--- src/hdl/rwf_ram.sv ---
module rwf_ram #(
	parameter int DW = 8,
	parameter int DEPTH = 320
) (
	input  logic                     clk,
	input  logic                     we,
	input  logic [$clog2(DEPTH)-1:0] waddr,
	input  logic [DW-1:0]            wdata,
	input  logic [$clog2(DEPTH)-1:0] raddr,
	output logic [DW-1:0]            rdata
);

	logic [DW-1:0] mem_q [DEPTH];

	always_ff @(posedge clk) begin
		if (we) begin
			mem_q[waddr] <= wdata;
		end
		rdata <= mem_q[raddr];
	end

endmodule

--- config.mk ---
export PLATFORM = sky130hd
export DESIGN_NAME = rwf_ram
export DESIGN_NICKNAME = d
export VERILOG_FILES = /design/src/hdl/rwf_ram.sv
export SDC_FILE = /design/constraint.sdc
export NUM_CORES = 2
export LEC_CHECK = 0
export BUFFER_PORTS_ARGS = -buffer_cell sky130_fd_sc_hd__buf_2
export CAP_MARGIN = 20
export CORE_ASPECT_RATIO = 0.8
export CORE_MARGIN = 3
export CORE_UTILIZATION = 39
export CTS_CLUSTER_DIAMETER = 40
export DETAILED_ROUTE_END_ITERATION = 12
export SETUP_SLACK_MARGIN = 0.5
export SLEW_MARGIN = 40
export SYNTH_ARGS = -nofsm -noshare
export SYNTH_HDL_FRONTEND = slang
export SYNTH_SLANG_ARGS = --single-unit
--- constraint.sdc ---
create_clock -name clk -period 3.91 [get_ports clk]
set_clock_uncertainty 0.1 [all_clocks]
set_input_delay 0.782 -clock clk [delete_from_list [all_inputs] [get_ports clk]]
set_output_delay 0.782 -clock clk [all_outputs]
set_load 0.05 [all_outputs]
Word level (Yosys, flattened, before mapping)
Memories as Yosys holds them, arrays and structs flattened. A register that Yosys moved wholly into a read port is not among the register bits.
Index checks and enable logic that the tools add are counted.
{"block": "word_totals", "ff_bits": 0, "ramBits": 2560, "input_bits": 28, "out_inout_bits": 8, "elab_cells": 3, "memories": 1}
{"name": "mem_q", "words": 320, "word_bits": 8, "rd": 1, "rd_clocked_by_memory_dff": 1, "write_ports": 1, "line_no": "13", "source": "logic [DW-1:0] mem_q [DEPTH];"}
{"block": "op_classes", "muxes": 2}
{"cell": "1-bit 2-to-1 mux", "n": 2}

Depth between registers and ports, before layout
{"block": "logic_depth", "word_depth": 2, "mapped_depth": 13, "ltp_nobuf": 7}

Worst setup path before layout
OpenSTA, ideal clock, no wires.
{"block": "synth_path", "path_kind": "input -> register", "start": "input raddr[1]", "end": "register rdata[6] (read register of mem_q)", "setup_time_ps": 117, "t_arrival_ps": 2915, "t_required_ps": 3693, "setup_slack_ps": 778, "path_stages": 9, "n_path_buf": 4, "cell_sequence": "buf_4 buf_2 buf_2 buf_1 mux4_2 mux4_2 a31oi_1 o211ai_1 a22o_1"}
{"element": "start, declared", "line_no": "9", "source": "input logic [$clog2(DEPTH)-1:0] raddr,"}
{"element": "end, declared", "line_no": "10", "source": "output logic [DW-1:0] rdata"}

==> summary.txt <==
Critical path
  – Cells on worst reg2reg path: 7
  – Crit Path Class: in -> reg
  – CP Data Required Time: 4530 ps
  – CP dominant cell by count: buf_4
  – Critical Path Start: raddr[0]
  – Setup slack, reg-to-reg: 910 ps
  – WP depth: 10
  – Setup crit end kind: flop
  – Crit path max-delay family: buffers and inverters
  – Largest stage delay, worst path: 570 ps
  – CP cell instances: buf_8 > buf_4 > buf_4 > mux4_2 > mux2i_1 > o21ai_0 > nand2_1 > a41oi_1 > nor2b_1 > a22o_1
  – Worst Path Buf+Inv: 3
  – Critical path startpoint category: input pin
  – Arrival time worst endpoint: just under 4000 ps
  – Worst r2r src: mem_q[193][5]
  – CP max-delay cell: mux4_2
  – Maximum fanout along the worst path: 17

Timing
  – Final setup violation count: 0
  – RSZ-0062 raised after global routing: no
  – Count of pins over their slew limit: 0
  – Final WS setup: 640.6 ps
  – FMAX: 305.9 MHz
  – Hold Vio Cnt, Final: 0
  – Relative slew slack: 0.4143
  – Crit share post-route: 0.8362
  – Crit path time final: 3269 ps
  – Worst Tran Pin Value: ~880 ps
  – Setup_tns: 0 ps

Global routing
  – Number of global-route vias before repair: 49790
  – Total gr overflow: 0
  – Largest net degree at the start of global routing: 106
  – Met2 usage: 0.2914
  – Initial antenna violation count: 14
  – First-pass GRT wire length: 365800 um
  – Grt met1 use: 0.2860
  – GRT Overall Usage: 0.1919
  – GRT met3 Usage: 0.03687
  – Busiest grt layer: met2

Clock tree
  – Worst-skew pair later-pin latency: 850 ps
  – Hold_buf cts: 0
  – CTS buffer count: about 280
  – CTS tree: yes
  – CTS H-tree lvls: 5
  – Clock transition at path regs: 60 ps
  – Post-CTS setup buffers: 0
  – Root Driver: clkbuf_16
  – Post-cts resize count: 0
  – Clock sink total: 2568
  – Clock Tree Buf Depth: 4

Logic synthesis
  – Yosys warning count: 0
  – Post-Syn Area: 99380 um^2
  – Number of synthesized flops with an enable pin: ~2600
  – Synth cell count leaders: edfxtp_1 (2560), mux4_2 (590), nor2_1 (334)
  – Synth cell types: 44
  – Mapped Cells: about 4600
  – Most instantiated library cell after synthesis: edfxtp_1
  – Synth Flop Type: edfxtp_1
  – Synth top area share: 0.7735
  – Mux cell area share after synthesis: 0.1620
  – Synthesized area per cell: about 22 um^2
  – Fraction of registers with async set/reset: 0
  – Synth top area cells: edfxtp_1 (77%), mux4_2 (13%), mux2i_1 (2.8%), nor2_1 (1.3%), a221oi_1 (0.72%)
  – Main combinational cell family by area after synthesis: multiplexers
  – Adder-Cell Fraction of Synth Area: 0
  – Biggest area consumer among synthesized cells: edfxtp_1
  – Synth Area in Simple Gates: 0.02128
  – Syn_nets: 4634
  – Seq/Total Area, Yosys: 0.7752
  – Compound-Gate Fraction of Synth Area: 0.02589
  – XOR/XNOR share of the synthesized area: 0
  – Flops & latches, synth: 2568

Drt
  – # DRC: 0
  – WL final: roughly 250000 um
  – Total number of vias: 49760
  – Vias per std cell: 5.676
  – DRT iter0 DRCs: 5866
  – ANT nets after route: 0
  – Drt first pass iters: 5
  – DR WL/cell: 28.73 um

Floorplanning
  – Starting Density: 0.3926
  – Die area: 260900 um^2
  – Die X: 570.4 um
  – Core Region: ~250000 um^2
  – Io pins: 36
  – Cell Rows: about 170
  – Die H: 457.5 um

Final layout
  – Area Growth Syn to Fin: 17.34%
  – Multi-input logic area: roughly 21000 um^2
  – Final Instance Area: 116600 um^2
  – Nets: around 5200
  – Sequential cell area: 77030 um^2
  – Fillers: roughly 21000
  – Layout cells sized above 1: 0.3054

Pwr
  – Pwr dens: 506.6 nW/um^2
  – Lkg Pwr: 0.03729 uW
  – Peak supply drop: 0.3831 mV

Min path
  – Worst hold start: wdata[0]
  – Hold Path Depth: 1
  – Hold Crit Class: in -> reg

Place
  – Placed Area: 107600 um^2
  – DP Worst Slack: -290.4 ps
  – RePlAce Congestion: 0.8301
  – Port Buf Inserts: 35
  – Dpl hpwl: 157700 um

Run
  – Max-Cap Viols: 0

Run status
  – Outcome: completed
-- stage by stage --
stage	cells	util	hold slack, ps	total power [uW]
after global routing	8765	0.4607	48.52	60820
after floorplan	4606	-	780.9	32380
after CTS	8759	0.4603	26.04	59560
after global placement	8264	0.4247	1063	33850
final	8766	0.4607	80.80	59070
after detailed placement	8267	0.4251	919.8	33890
-- where the power goes --
group | switching [uW] | total (uW) | leakage (uW) | internal (uW)
logic | 1820 | 2930 | 0.00992 | 1110
clock network | 10900 | 25800 | 0.00430 | 14900
registers | 48.6 | 30400 | 0.0231 | 30300
-- sequential cells by signal, indices dropped and copies added (netlist names) --
signal	count
rdata	8
mem_q	2560
-- cell families after synthesis --
logic type / count (synthesis)
AO/OA/AOI/OAI: 371
buffers and inverters: 291
AND/OR/NAND/NOR: 505
flip-flops: 2568
multiplexers: 871
-- placed cells by master (no fill, tap or decap), types with 9 or more instances in the layout --
master	count
nor3_1	9
a41oi_1	13
nand2_2	12
nand3_1	35
a22oi_1	45
buf_12	68
inv_6	29
nand2_1	53
clkinvlp_4	17
clkbuf_16	284
buf_4	507
nor2_1	314
o211ai_1	30
clkinv_2	26
buf_8	10
clkinv_1	34
nor2_2	20
clkinv_4	16
mux4_2	590
a211oi_1	14
clkbuf_1	50
a31oi_1	10
edfxtp_1	2560
clkinv_8	9
a21oi_1	26
mux2i_1	279
bufinv_16	20
o21ai_0	99
a221oi_1	82
nand4_1	12
buf_2	23
o22ai_1	28
nor2b_1	19
-- path summary, 6_finish.rpt --
| check | to |
|---|---|
| worst max-delay path | rdata[0] |
| worst min-delay path | mem_q[42][0] |
| worst max register to register | rdata[5] |
| worst min register to register | rdata[0] |
-- layer usage --
layer / share of wire / up-vias
li1: - / 20640
met1: 0.43 / 26660
met2: 0.46 / 2093
met3: 0.081 / 357
met4: 0.024 / 2
met5: 0.000048 / -
-- area by class of cell --
cell class,count,area share
diodes,4,0.00008584
clock buffers,336,0.06279
clock inverters,156,0.01357
inverters,2,0.0001288
multi-input cells,1747,0.1794
flip-flops and latches,2568,0.6606
well taps,3340,0.03584
repair buffers,613,0.04765
-- worst register-to-register path, delay by kind of cell (launching register included) --
family	cells	cell delay, ps
AO/OA/AOI/OAI	5	1790
multiplexers	1	450
flip-flops	1	380
buffers and inverters	1	180
No activity file was read; power rests on OpenSTA's default activity.
