File: config.mk
export PLATFORM = sky130hd
export DESIGN_NAME = rwf_filter
export DESIGN_NICKNAME = d
export VERILOG_FILES = /design/src/hdl/rwf_pkg.sv /design/src/hdl/rwf_filter.sv
export SDC_FILE = /design/constraint.sdc
export NUM_CORES = 1
export LEC_CHECK = 0
export BUFFER_PORTS_ARGS = -buffer_cell sky130_fd_sc_hd__clkbuf_2
export CAP_MARGIN = 5
export CORE_MARGIN = 5
export CORE_UTILIZATION = 64
export DETAILED_ROUTE_END_ITERATION = 6
export GPL_TIMING_DRIVEN = 0
export PLACE_DENSITY_LB_ADDON = 0.1
export SYNTH_ARGS = -nofsm -noshare
export SYNTH_HDL_FRONTEND = slang
export SYNTH_SLANG_ARGS = --single-unit
File: constraint.sdc
create_clock -name vclk -period 10.42
set_input_delay 1.042 -clock vclk [all_inputs]
set_output_delay 1.042 -clock vclk [all_outputs]
set_load 0.005 [all_outputs]
File: src/hdl/rwf_pkg.sv
package rwf_pkg;

	localparam int WIDTH  = 320;
	localparam int HEIGHT = 240;

	localparam int COL_W = $clog2(WIDTH);
	localparam int ROW_W = $clog2(HEIGHT);

	localparam logic [COL_W-1:0] COL_LAST = COL_W'(WIDTH - 1);
	localparam logic [ROW_W-1:0] ROW_LAST = ROW_W'(HEIGHT - 1);

	localparam int PIX_W = 8;

	typedef logic [PIX_W-1:0] pixel_t;

	// 3x3 neighborhood: [row][col], row 0 is the oldest line, col 0 the leftmost
	typedef pixel_t [2:0][2:0] window_t;

	typedef enum logic [2:0] {
		MODE_GRAY    = 3'd0,
		MODE_BW      = 3'd1,
		MODE_INVERT  = 3'd2,
		MODE_BLUR    = 3'd3,
		MODE_SHARPEN = 3'd4,
		MODE_SOBEL   = 3'd5
	} mode_t;

	typedef enum logic {
		FUNC_PIXEL = 1'b0,
		FUNC_DRAIN = 1'b1
	} func_t;

	localparam logic CFG_MODE   = 1'b0;
	localparam logic CFG_THRESH = 1'b1;

	localparam logic [2:0] MODE_RESET   = 3'd0;
	localparam pixel_t     THRESH_RESET = 8'd128;

endpackage

File: src/hdl/rwf_filter.sv
module rwf_filter
	import rwf_pkg::*;
(
	input  window_t    win,
	input  logic [2:0] mode,
	input  pixel_t     threshold,
	output pixel_t     pixel
);

	function automatic logic [2:0] chan_of(pixel_t p, int ch);
		case (ch)
			0:       return p[7:5];
			1:       return {1'b0, p[4:3]};
			default: return {1'b0, p[2:1]};
		endcase
	endfunction

	logic [2:0] blur_r  [3];
	logic [2:0] sharp_r [3];
	logic [2:0] sobel_r [3];
	logic [4:0] gray_sum;
	logic [7:0] gray_prod;
	logic [2:0] gray_v;

	always_comb begin
		logic [2:0]        p [3][3];
		logic [5:0]        bsum;
		logic [11:0]       bprod;
		logic signed [6:0] sv;
		logic signed [6:0] gx;
		logic signed [6:0] gy;
		logic [5:0]        mag;
		logic [2:0]        hi;
		for (int ch = 0; ch < 3; ch++) begin
			for (int i = 0; i < 3; i++) begin
				for (int j = 0; j < 3; j++) begin
					p[i][j] = chan_of(win[i][j], ch);
				end
			end
			hi = (ch == 0) ? 3'd7 : 3'd3;

			// divide by 9 as multiply by 57/512, exact for sums up to 63
			bsum = 6'(p[0][0]) + 6'(p[0][1]) + 6'(p[0][2]) + 6'(p[1][0]) + 6'(p[1][1])
				+ 6'(p[1][2]) + 6'(p[2][0]) + 6'(p[2][1]) + 6'(p[2][2]);
			bprod = 12'(bsum) * 12'd57;
			blur_r[ch] = bprod[11:9];

			sv = 7'sd5 * $signed({4'd0, p[1][1]}) - $signed({4'd0, p[0][1]})
				- $signed({4'd0, p[2][1]}) - $signed({4'd0, p[1][0]})
				- $signed({4'd0, p[1][2]});
			if (sv < 0) begin
				sharp_r[ch] = 3'd0;
			end else if (sv > $signed({4'd0, hi})) begin
				sharp_r[ch] = hi;
			end else begin
				sharp_r[ch] = sv[2:0];
			end

			gx = $signed({4'd0, p[0][2]}) - $signed({4'd0, p[0][0]})
				+ 7'sd2 * ($signed({4'd0, p[1][2]}) - $signed({4'd0, p[1][0]}))
				+ $signed({4'd0, p[2][2]}) - $signed({4'd0, p[2][0]});
			gy = $signed({4'd0, p[2][0]}) - $signed({4'd0, p[0][0]})
				+ 7'sd2 * ($signed({4'd0, p[2][1]}) - $signed({4'd0, p[0][1]}))
				+ $signed({4'd0, p[2][2]}) - $signed({4'd0, p[0][2]});
			mag = 6'((gx < 0) ? -gx : gx) + 6'((gy < 0) ? -gy : gy);
			sobel_r[ch] = (mag[5:3] > hi) ? hi : mag[5:3];
		end
	end

	// divide by 3 as multiply by 11/32, exact for sums up to 19
	assign gray_sum  = 5'(win[1][1][7:5]) + {2'd0, win[1][1][4:3], 1'b0}
		+ {2'd0, win[1][1][2:1], 1'b0};
	assign gray_prod = 8'(gray_sum) * 8'd11;
	assign gray_v    = gray_prod[7:5];

	always_comb begin
		case (mode)
			MODE_GRAY:    pixel = {gray_v, gray_v[2:1], gray_v[2:1], 1'b0};
			MODE_BW:      pixel = (win[1][1] >= threshold) ? 8'hFF : 8'h00;
			MODE_INVERT:  pixel = ~win[1][1];
			MODE_BLUR:    pixel = {blur_r[0], blur_r[1][1:0], blur_r[2][1:0], 1'b0};
			MODE_SHARPEN: pixel = {sharp_r[0], sharp_r[1][1:0], sharp_r[2][1:0], 1'b0};
			MODE_SOBEL:   pixel = {sobel_r[0], sobel_r[1][1:0], sobel_r[2][1:0], 1'b0};
			default:      pixel = win[1][1];
		endcase
	end

endmodule

==> Word-level counts from Yosys, hierarchy flattened <==
Cells that the tools add are included.
{ "classes": {"eq_ne": 5, "n_reduce_logical": 1, "n_mux": 17, "addsub": 77, "mul": 7, "order_cmp": 16, "n_bitwise": 1} }
{ "ops": {"columns": ["operator", "count"], "rows": [
  ["< comparator 7 x 1 -> 1 bit, second input constant", 9],
  ["subtractor 6 x 3 -> 7 bit", 7],
  ["adder 6 x 2 -> 6 bit", 8],
  ["case mux 8 bit (6 select lines)", 1],
  ["2-to-1 mux 6 bit", 6],
  ["negation 6 bit", 6],
  ["subtractor 7 x 4 -> 7 bit", 5],
  ["adder 5 x 3 -> 6 bit", 5],
  ["adder 6 x 3 -> 6 bit", 5],
  ["subtractor 7 x 3 -> 7 bit", 4],
  ["subtractor 2 x 2 -> 3 bit", 8],
  ["multiplier 6 x 6 -> 11 bit, second input constant", 2],
  ["adder 3 x 4 -> 5 bit", 4],
  ["adder 6 bit", 3],
  ["subtractor 3 x 3 -> 4 bit", 4],
  ["adder 6 x 4 -> 7 bit", 2],
  ["greater-than comparator 7 x 3 -> 1 bit, second input constant", 2],
  ["adder 4 x 5 -> 6 bit", 2],
  ["adder 5 x 2 -> 6 bit", 2],
  ["multiplier 6 x 6 -> 12 bit, second input constant", 1],
  ["2-to-1 mux 2 bit", 6],
  ["subtractor 5 x 2 -> 6 bit", 2],
  ["adder 4 x 2 -> 5 bit", 2],
  ["adder 4 x 3 -> 5 bit", 2],
  ["other kinds (17)", 26]
]} }
{ "word_totals": {"in_bits": 83, "wordCells": 124, "ff_bits": 0, "output_inout_bits": 8} }

==> Depth between registers and ports, before layout <==
Gate-level depths: netlist (run 1).
{ "logic_depth": {"depth_word": 10, "mapped_depth": 25, "mapped_depth_nobuf": 25} }

==> Worst setup path before layout (run 1) <==
OpenSTA, ideal clock, no wires.
{ "synth_path": {"path_type": "input port to output port", "startpoint": "input port win[5] (netlist bit)", "endpoint": "output port pixel[7]", "required_time_ns": 9.378, "n_path_buf": 0, "slack_ns": 2.377, "arrival_time_ns": 7.001, "path_stages": 22, "cell_sequence": "fa_1 > inv_1 > fa_1 > fa_1 > fa_1 > fa_1 > fa_1 > inv_1 > a21o_1 > a21oi_1 > xnor2_1 > xor2_1 > ha_1 > a21o_1 > ha_1 > ha_1 > ha_1 > a21o_1 > a2111oi_0 > xnor3_1 > nor2_1 > o32a_1"} }
{ "synth_via": {"elab_chain_cells": 10, "word_cells_on_any_way": 27, "classes_between": "add/sub (19); mul (1); order compare (3); mux (4)"} }
{ "synth_rtl": {"columns": ["item", "line", "text"], "rows": [
  ["from (decl)", "rwf_filter.sv:4", "input window_t win,"],
  ["adder 3 x 3 -> 4 bit (tied with other cells)", "rwf_filter.sv:43", "bsum = 6'(p[0][0]) + 6'(p[0][1]) + 6'(p[0][2]) + 6'(p[1][0]) + 6'(p[1][1])"],
  ["adder 4 x 3 -> 5 bit (tied with other cells)", "rwf_filter.sv:43", null],
  ["adder 5 x 3 -> 6 bit (tied with other cells)", "rwf_filter.sv:43", null],
  ["adder 6 x 3 -> 6 bit (tied with other cells)", "rwf_filter.sv:43", null],
  ["adder 6 x 3 -> 6 bit (tied with other cells)", "rwf_filter.sv:44", "+ 6'(p[1][2]) + 6'(p[2][0]) + 6'(p[2][1]) + 6'(p[2][2]);"],
  ["adder 6 x 3 -> 6 bit or 2-to-1 mux 6 bit (tied branches)", "rwf_filter.sv:44, rwf_filter.sv:65", null],
  ["adder 6 x 3 -> 6 bit or adder 6 bit (tied branches)", "rwf_filter.sv:44, rwf_filter.sv:65", null],
  ["adder 6 x 3 -> 6 bit or greater-than comparator 3 bit (tied branches)", "rwf_filter.sv:44, rwf_filter.sv:66", null],
  ["multiplier 6 x 6 -> 12 bit or 2-to-1 mux 3 bit (tied branches)", "rwf_filter.sv:45, rwf_filter.sv:66", null],
  ["case mux 8 bit (6 select lines) *", "rwf_filter.sv:77", "case (mode)"],
  ["to (decl)", "rwf_filter.sv:7", "output pixel_t pixel"]
]} }
Mark *: on every way between the ends. The rest lies on a longest branch, timed or not.

==> Final worst setup path (run 1) <==
{ "layout_path": {"startpoint": "input port win[37] (netlist bit)", "endpoint": "output port pixel[7]"} }
{ "layout_via": {"elab_chain_cells": 9, "word_cells_on_any_way": 21, "classes_between": "add/sub (11); mul (3); order compare (3); mux (4)"} }
{ "layout_rtl": {"columns": ["item", "line", "text"], "rows": [
  ["multiplier 3 x 3 -> 6 bit", "rwf_filter.sv:48", "sv = 7'sd5 * $signed({4'd0, p[1][1]}) - $signed({4'd0, p[0][1]})"],
  ["subtractor 6 x 3 -> 7 bit", "rwf_filter.sv:48", null],
  ["subtractor 7 x 4 -> 7 bit (2 in a row)", "rwf_filter.sv:49", "- $signed({4'd0, p[2][1]}) - $signed({4'd0, p[1][0]})"],
  ["subtractor 7 x 4 -> 7 bit", "rwf_filter.sv:50", "- $signed({4'd0, p[1][2]});"],
  ["greater-than comparator 7 x 4 -> 1 bit", "rwf_filter.sv:53", "end else if (sv > $signed({4'd0, hi})) begin"],
  ["2-to-1 mux 3 bit", "rwf_filter.sv:53", null],
  ["2-to-1 mux 3 bit", "rwf_filter.sv:51", "if (sv < 0) begin"],
  ["case mux 8 bit (6 select lines) *", "rwf_filter.sv:77", null]
]} }
Marks and branches as above.

==> results of run 1 <==
-- per-layer routing --
metal	wire, µm	part of all wire (%)
met4	110	0.63
met1	8851	51
met5	0	0
met3	455	2.6
met2	7971	46
-- placed cells by master (no fill, tap or decap), drive strengths merged, types with 5 or more instances in the layout --
master  Yosys  final
nor3       11     11
xnor3       5      5
nor2       47     47
nor2b      13     13
o221ai      6      6
fa        113    113
inv       299    299
a31oi      10     10
mux2        6      6
a211oi      6      6
o21a        7      7
xor2       24     24
a21oi      45     45
nand2b     14     14
nand3b      6      6
nand2      25     25
ha        240    240
nand3       8      8
xnor2      60     60
clkbuf      1     82
o21ai      27     27
a21o       19     19
o22a        5      5
-- cell families (layout without fill, tap and decap cells) --
group,count (synthesis),after routing,share of synthesized area (%)
adder cells (fa/ha/maj),353,353,57.13
buffers and inverters,302,383,12.38
AO/OA/AOI/OAI,166,166,12.29
AND/OR/NAND/NOR,146,146,8.037
XOR/XNOR,89,89,9.327
multiplexers,7,7,0.8417
-- area by class of cell --
type,instances,share of cell area (%)
buffer,3,0.1906
inverter,299,11.40
multi-input combinational,761,82.01
tap,180,2.287
timing repair buffer,81,4.117
-- through the flow --
| stage | hold WS (ps) | worst slack, ps |
|---|---|---|
| finish | 2526 | 1492 |
| global route | 2526 | 1049 |
| CTS | 2504 | 1419 |
| detailed placement | 2499 | 1408 |
| global placement | 2510 | 1474 |
| floorplan | 2197 | 2377 |
-- path summary, 6_finish.rpt --
check / endpoint / slack (ps)
setup / recovery: pixel[7] / 1490
hold / removal: pixel[0] / 2530
==> out/qor.csv, run 1 <==
metric,value,unit
drcViolationCount,0,
yosysSeqAreaShare,0,%
antenna_left,0,
cts_resized,0,
cpPeakStageDelay,590,ps
yosysUniqueCellTypes,62,
multiInputGateArea,8075,µm²
status,"complete, no violations",
viasPerCell,5.253,
start_kind,input port,
post-cts-setup-buffers,0,
placementRows,43,
drt-initial-drc-count,223,
regArea,0,µm²
drive_above_1_share,8.654,%
crit_cells,24,
ys_warn_count,0,
die_y,130,µm
synth_area,9216,µm²
path_cells,"clkbuf_2, inv_1, fa_1, fa_1, fa_1, fa_1, fa_1, fa_1, inv_1, a21o_1, a21oi_1, xnor2_1, xor2_1, ha_1, a21o_1, ha_1, ha_1, ha_1, a21o_1, a2111oi_0, xnor3_1, nor2_1, o32a_1, clkbuf_2",
area_growth,6.842,%
die_w,130,µm
io-pin-count,91,
critical_path.top_delay_family,adder cells,
cp_max_fo,7,
synth_top_area_cell,ha_1,
rsz0062_at_grt,no,
antenna_cells,0,
fin_util,70.39,%
vias,6955,
crit_path_start,win[37],
busiest_layer,met2,
cts_hold_buf,0,
hp-class,in2out,
nClkBuffers,0,
synth_top_area_share,32.58,%
path_class,in2out,
grt_use_met2,37.09,%
flops_and_latches,0,
dpl-instance-area,9847,µm²
numPortBuffers,81,
antenna_found_initial,0,
tns,0,ps
gp_congestion,0.8735,
layout_min_cycle_time,8928,ps
min_from,win[32],
drv_slew,0,
wire_per_inst,13.13,µm
use_met3,0.2456,%
dp.cells,1324,
grt_overflow_total,0,
required,9380,ps
dieArea,16900,µm²
nFillCells,1162,
worst_setup_path_end_kind,output pin,
yosys-top-cells-area,"ha_1, fa_1, inv_1, xnor2_1, a21oi_1",
instances_no_fill,1324,
hold_path_depth,3,
dp_hpwl,16350,µm
worst_pin_slew,726.9,ps
drt_first_pass_iters,5,
final_min_period_over_clock_period,85.68,%
final_area,9847,µm²
hold_viol_final,0,
cp.arrival,7890,ps
nets,1582,
relSlewSlack,51.19,%
wl,17390,µm
core_area,13990,µm²
timing.fmax,0.1120,GHz
grt_start_max_net_pins,11,
yosys.cell_count.top_type,inv_1,
max_cap_viol_count,0,
grt_pass1_vias,6843,
synthTopCellsByCount,"inv_1, ha_1, fa_1, xnor2_1, nor2_1",
crit_buf_inv,4,
grt_usage,21.05,%
start_util,65.89,%
setup_viol,0,
grtUsageMet1,30.71,%
grt_pass1_wl,29860,µm
syn_inst,1063,
cpMostUsedCell,fa_1,
synth.avg_cell_area,8.670,µm²
slowest_stage,xnor2_1,
syn_nets,1499,
Power of run 1 is left out: the tool's default activity adds up to more than one toggle a clock period on the data nets, which glitch-free logic cannot reach.
==> inputs of run 2 (changes only) <==
CORE_UTILIZATION = 65   (was 64)
clock period = 11.1 ns   (was 10.42 ns; I/O delays follow)
==> run 2 against run 1 <==
Clock-buffer cell count stayed put. Die area is 1.4% lower. Worst hold slack better by 130 ps. Utilization is 0.55 points higher. Final cell count stayed put. Sequential share of layout area stayed put. Critical endpoint unchanged. Non-clock buffer count stayed put.
==> out/qor.csv, run 2 (synthesis gave the netlist of run 1 again) <==
metric,value,unit,change
io-pin-count,91,,unchanged
numPortBuffers,81,,unchanged
max_cap_viol_count,0,,unchanged
nClkBuffers,0,,unchanged
instances_no_fill,1324,,unchanged
drcViolationCount,0,,unchanged
setup_viol,0,,unchanged
dp_hpwl,16700,µm,+2.1%
drive_above_1_share,8.654,%,unchanged
start_util,66.40,%,+0.51 points
required,9990,ps,+610 ps
worst_pin_slew,716.7,ps,-10.15 ps
final_min_period_over_clock_period,81.95,%,
cp.arrival,7990,ps,+100 ps
wl,17660,µm,+1.6%
grt_pass1_wl,31070,µm,+4.1%
path_class,in2out,,
final_area,9847,µm²,unchanged
tns,0,ps,unchanged
cts_resized,0,,unchanged
nets,1582,,unchanged
crit_end,pixel[7],,
antenna_left,0,,unchanged
hold_viol_final,0,,unchanged
antenna_cells,0,,unchanged
grt_start_max_net_pins,11,,unchanged
area_growth,6.842,%,unchanged
flops_and_latches,0,,unchanged
die_w,129.1,µm,-0.71%
gp_congestion,0.8946,,+2.4%
cts_hold_buf,0,,unchanged
final_common_cell,inv_1,,
min_from,win[36],,
grt_overflow_total,0,,unchanged
grt_usage,22.14,%,+1.1 points
dieArea,16660,µm²,-1.4%
drv_slew,0,,unchanged
post-cts-setup-buffers,0,,unchanged
holdWs,2659,ps,+132.7 ps
rsz0062_at_grt,no,,
relSlewSlack,51.88,%,+0.68 points
start_kind,input port,,
drt_first_pass_iters,4,,-1
status,"complete, no violations",,
timing.fmax,0.1099,GHz,
dp.cells,1324,,unchanged
antenna_found_initial,0,,unchanged
placementRows,43,,unchanged
wire_per_inst,13.34,µm,+1.6%
worst_setup_path_end_kind,output pin,,
final_cell_mix,"inv_1, ha_1, fa_1",,
hp-class,in2out,,
layout_min_cycle_time,9097,ps,
die_y,129.1,µm,-0.71%
dpl-instance-area,9847,µm²,unchanged
vias,6993,,+0.55%
drt-initial-drc-count,302,,+35%
regArea,0,µm²,unchanged
cp_max_fo,7,,unchanged
grt_pass1_vias,7126,,+4.1%
viasPerCell,5.282,,+0.55%
core_area,13880,µm²,-0.77%
crit_path_start,win[37],,
## run 2: cell counts in the layout (fill, tap and decap cells not counted)
No cell type changed its count.
## run 2: layout make-up
type,count,area [µm²]
buffer,3,18.77
inverter,299,1122
multi-input combinational,761,8075
tap,180,225.2
timing repair buffer,81,405.4
fill,1167,4034
## run 2: worst max-delay path: stages
cell and delay (ps):
clkbuf_2 210, inv_1 160, fa_1 560, fa_1 440
fa_1 540, fa_1 430, fa_1 410, fa_1 410
inv_1 70, a21o_1 100, a21oi_1 70, xnor2_1 580
xor2_1 150, ha_1 220, a21o_1 150, ha_1 270
ha_1 290, ha_1 350, a21o_1 190, a2111oi_0 490
xnor3_1 220, nor2_1 50, o32a_1 390, clkbuf_2 120
## run 2: per-stage QoR
| step | worst slack [ps] | utilization, % |
|---|---|---|
| 6_report | 2003 | 70.94 |
| 5_1_grt | 1617 | 70.94 |
| 4_1_cts | 1952 | 70.94 |
| 3_5_place_dp | 1956 | 70.94 |
| 3_3_place_gp | 2023 | 70.94 |
| 2_1_floorplan | 2921 | - |
## run 2: layer usage
metal  up-vias  GRT usage [%]  share of wire [%]  routed length, µm
li1       3601              -                  -                  -
met1      3279          31.67                 49               8597
met2       101          38.75                 47               8322
met3        12         0.9481                3.1                551
met4         0          2.347                1.1                191
met5         -              0                  0                  0
## run 2: worst min-delay path by stage
stage	end	cells past startpoint
after floorplan	pixel[0]	1
after global placement	pixel[0]	3
after detailed placement	pixel[0]	3
after CTS	pixel[0]	3
after global routing	pixel[0]	3
final	pixel[4]	4
Power of run 2 is left out for the same reason.
==> inputs of run 3 (changes only) <==
CORE_UTILIZATION = 58   (was 65)
clock period = 7.3 ns   (was 11.1 ns; I/O delays follow)
==> run 3 against run 2 <==
The run now ends with setup timing left. Via count rose by 3.5%. Largest cell class unchanged. Cell area rose by 12%. Utilization fell by 1.0 points. Sequential cell count did not move. Non-clock buffer count rose by 46. Clock-buffer cell count did not move. Sequential share of layout area did not move. Setup slack got worse by 2300 ps. First-iteration DRC count fell by 21%. Die area rose by 11%. Critical path type unchanged. Routed wire length rose by 14%.
==> out/qor.csv, run 3 (synthesis gave the netlist of run 1 again) <==
metric,value,unit,change
dp_hpwl,16740,µm,+0.25%
nClkBuffers,0,,unchanged
violations,setup timing,,
wire_per_inst,14.35,µm,+7.5%
path_class,in2out,,
setup_viol,6,,+6
drv_slew,0,,unchanged
grt_pass1_vias,7345,,+3.1%
grt_usage,21.12,%,-1.0 points
vias,7240,,+3.5%
antenna_cells,0,,unchanged
wl,20170,µm,+14%
cts_hold_buf,0,,unchanged
status,finished with violations,,
final_min_period_over_clock_period,103.4,%,
nets,1628,,+2.9%
start_util,58.66,%,-7.7 points
area_growth,19.22,%,
drt-initial-drc-count,238,,-21%
worst_setup_path_end_kind,output pin,,
cpPeakStageDelay,510,ps,-70 ps
crit_path_start,win[21],,
numPortBuffers,81,,unchanged
slowest_stage,fa_1,,
cp_max_fo,4,,-3
fin_ws,-249.1,ps,-2252 ps
regArea,0,µm²,unchanged
drive_above_1_share,20.92,%,+12 points
multiInputGateArea,8635,µm²,+6.9%
tns,-663.1,ps,-663.1 ps
gp_congestion,0.8624,,-3.6%
hp-class,in2out,,
min_from,win[32],,
grt_overflow_total,0,,unchanged
dieArea,18510,µm²,+11%
core_area,15710,µm²,+13%
grt_start_max_net_pins,11,,unchanged
drcViolationCount,0,,unchanged
grt_pass1_wl,32710,µm,+5.3%
die_y,136.1,µm,+5.4%
layout_min_cycle_time,7549,ps,
crit_buf_inv,5,,+1
flops_and_latches,0,,unchanged
placementRows,46,,+7.0%
required,6570,ps,-3420 ps
start_kind,input port,,
viasPerCell,5.149,,-2.5%
max_cap_viol_count,0,,unchanged
antenna_left,0,,unchanged
worst_pin_slew,535.0,ps,-181.7 ps
critical_path.top_delay_family,adder cells,,
timing.fmax,0.1325,GHz,
relSlewSlack,63.88,%,+12 points
antenna_found_initial,0,,unchanged
hold_viol_final,0,,unchanged
cpMostUsedCell,fa_1,,
drt_first_pass_iters,4,,unchanged
die_w,136.1,µm,+5.4%
rsz0062_at_grt,yes,,
final_cell_mix,"inv_1, ha_1, fa_1",,
final_common_cell,inv_1,,
nFillCells,1276,,+9.3%
io-pin-count,91,,unchanged
cp.arrival,6820,ps,-1170 ps
## run 3: through the flow
| stage | instances | worst slack [ps] | hold slack, ps | cell area, µm² | utilization [%] |
|---|---|---|---|---|---|
| floorplan | 1063 | 13.20 | 1573 | 9231 | - |
| global placement | 1360 | -777.8 | 1880 | 9907 | 63.05 |
| CTS | 1387 | -304.6 | 1870 | 10520 | 66.97 |
| detailed placement | 1360 | -919.4 | 1864 | 9907 | 63.05 |
| finish | 1406 | -249.1 | 1878 | 10990 | 69.93 |
| global route | 1406 | -416.1 | 1896 | 10990 | 69.93 |
## run 3: layout make-up
class / instances / share of cell area (%)
well taps: 216 / 2.460
plain buffers: 3 / 0.1708
inverters: 299 / 10.51
multi-input cells: 761 / 78.58
repair buffers: 127 / 8.278
## run 3: final timing paths
check | endpoint | slack, ps | depth (start not counted)
min | pixel[0] | 1880 | 3
max | pixel[7] | -250 | 25
## run 3: repair_timing
action / in CTS / in global routing
pin swaps: 62 / 55
endpoints found under the setup margin: 7 / 7
resized for setup: 96 / 82
buffers inserted: 27 / 20
## run 3: routing by layer
layer	vias to the layer above	GRT usage (%)	routed length, µm
met5	-	0	0
met4	0	1.344	235
met3	18	0.5551	655
met2	104	37.64	9858
met1	3440	30.08	9422
li1	3678	-	-
Power of run 3 is left out for the same reason.
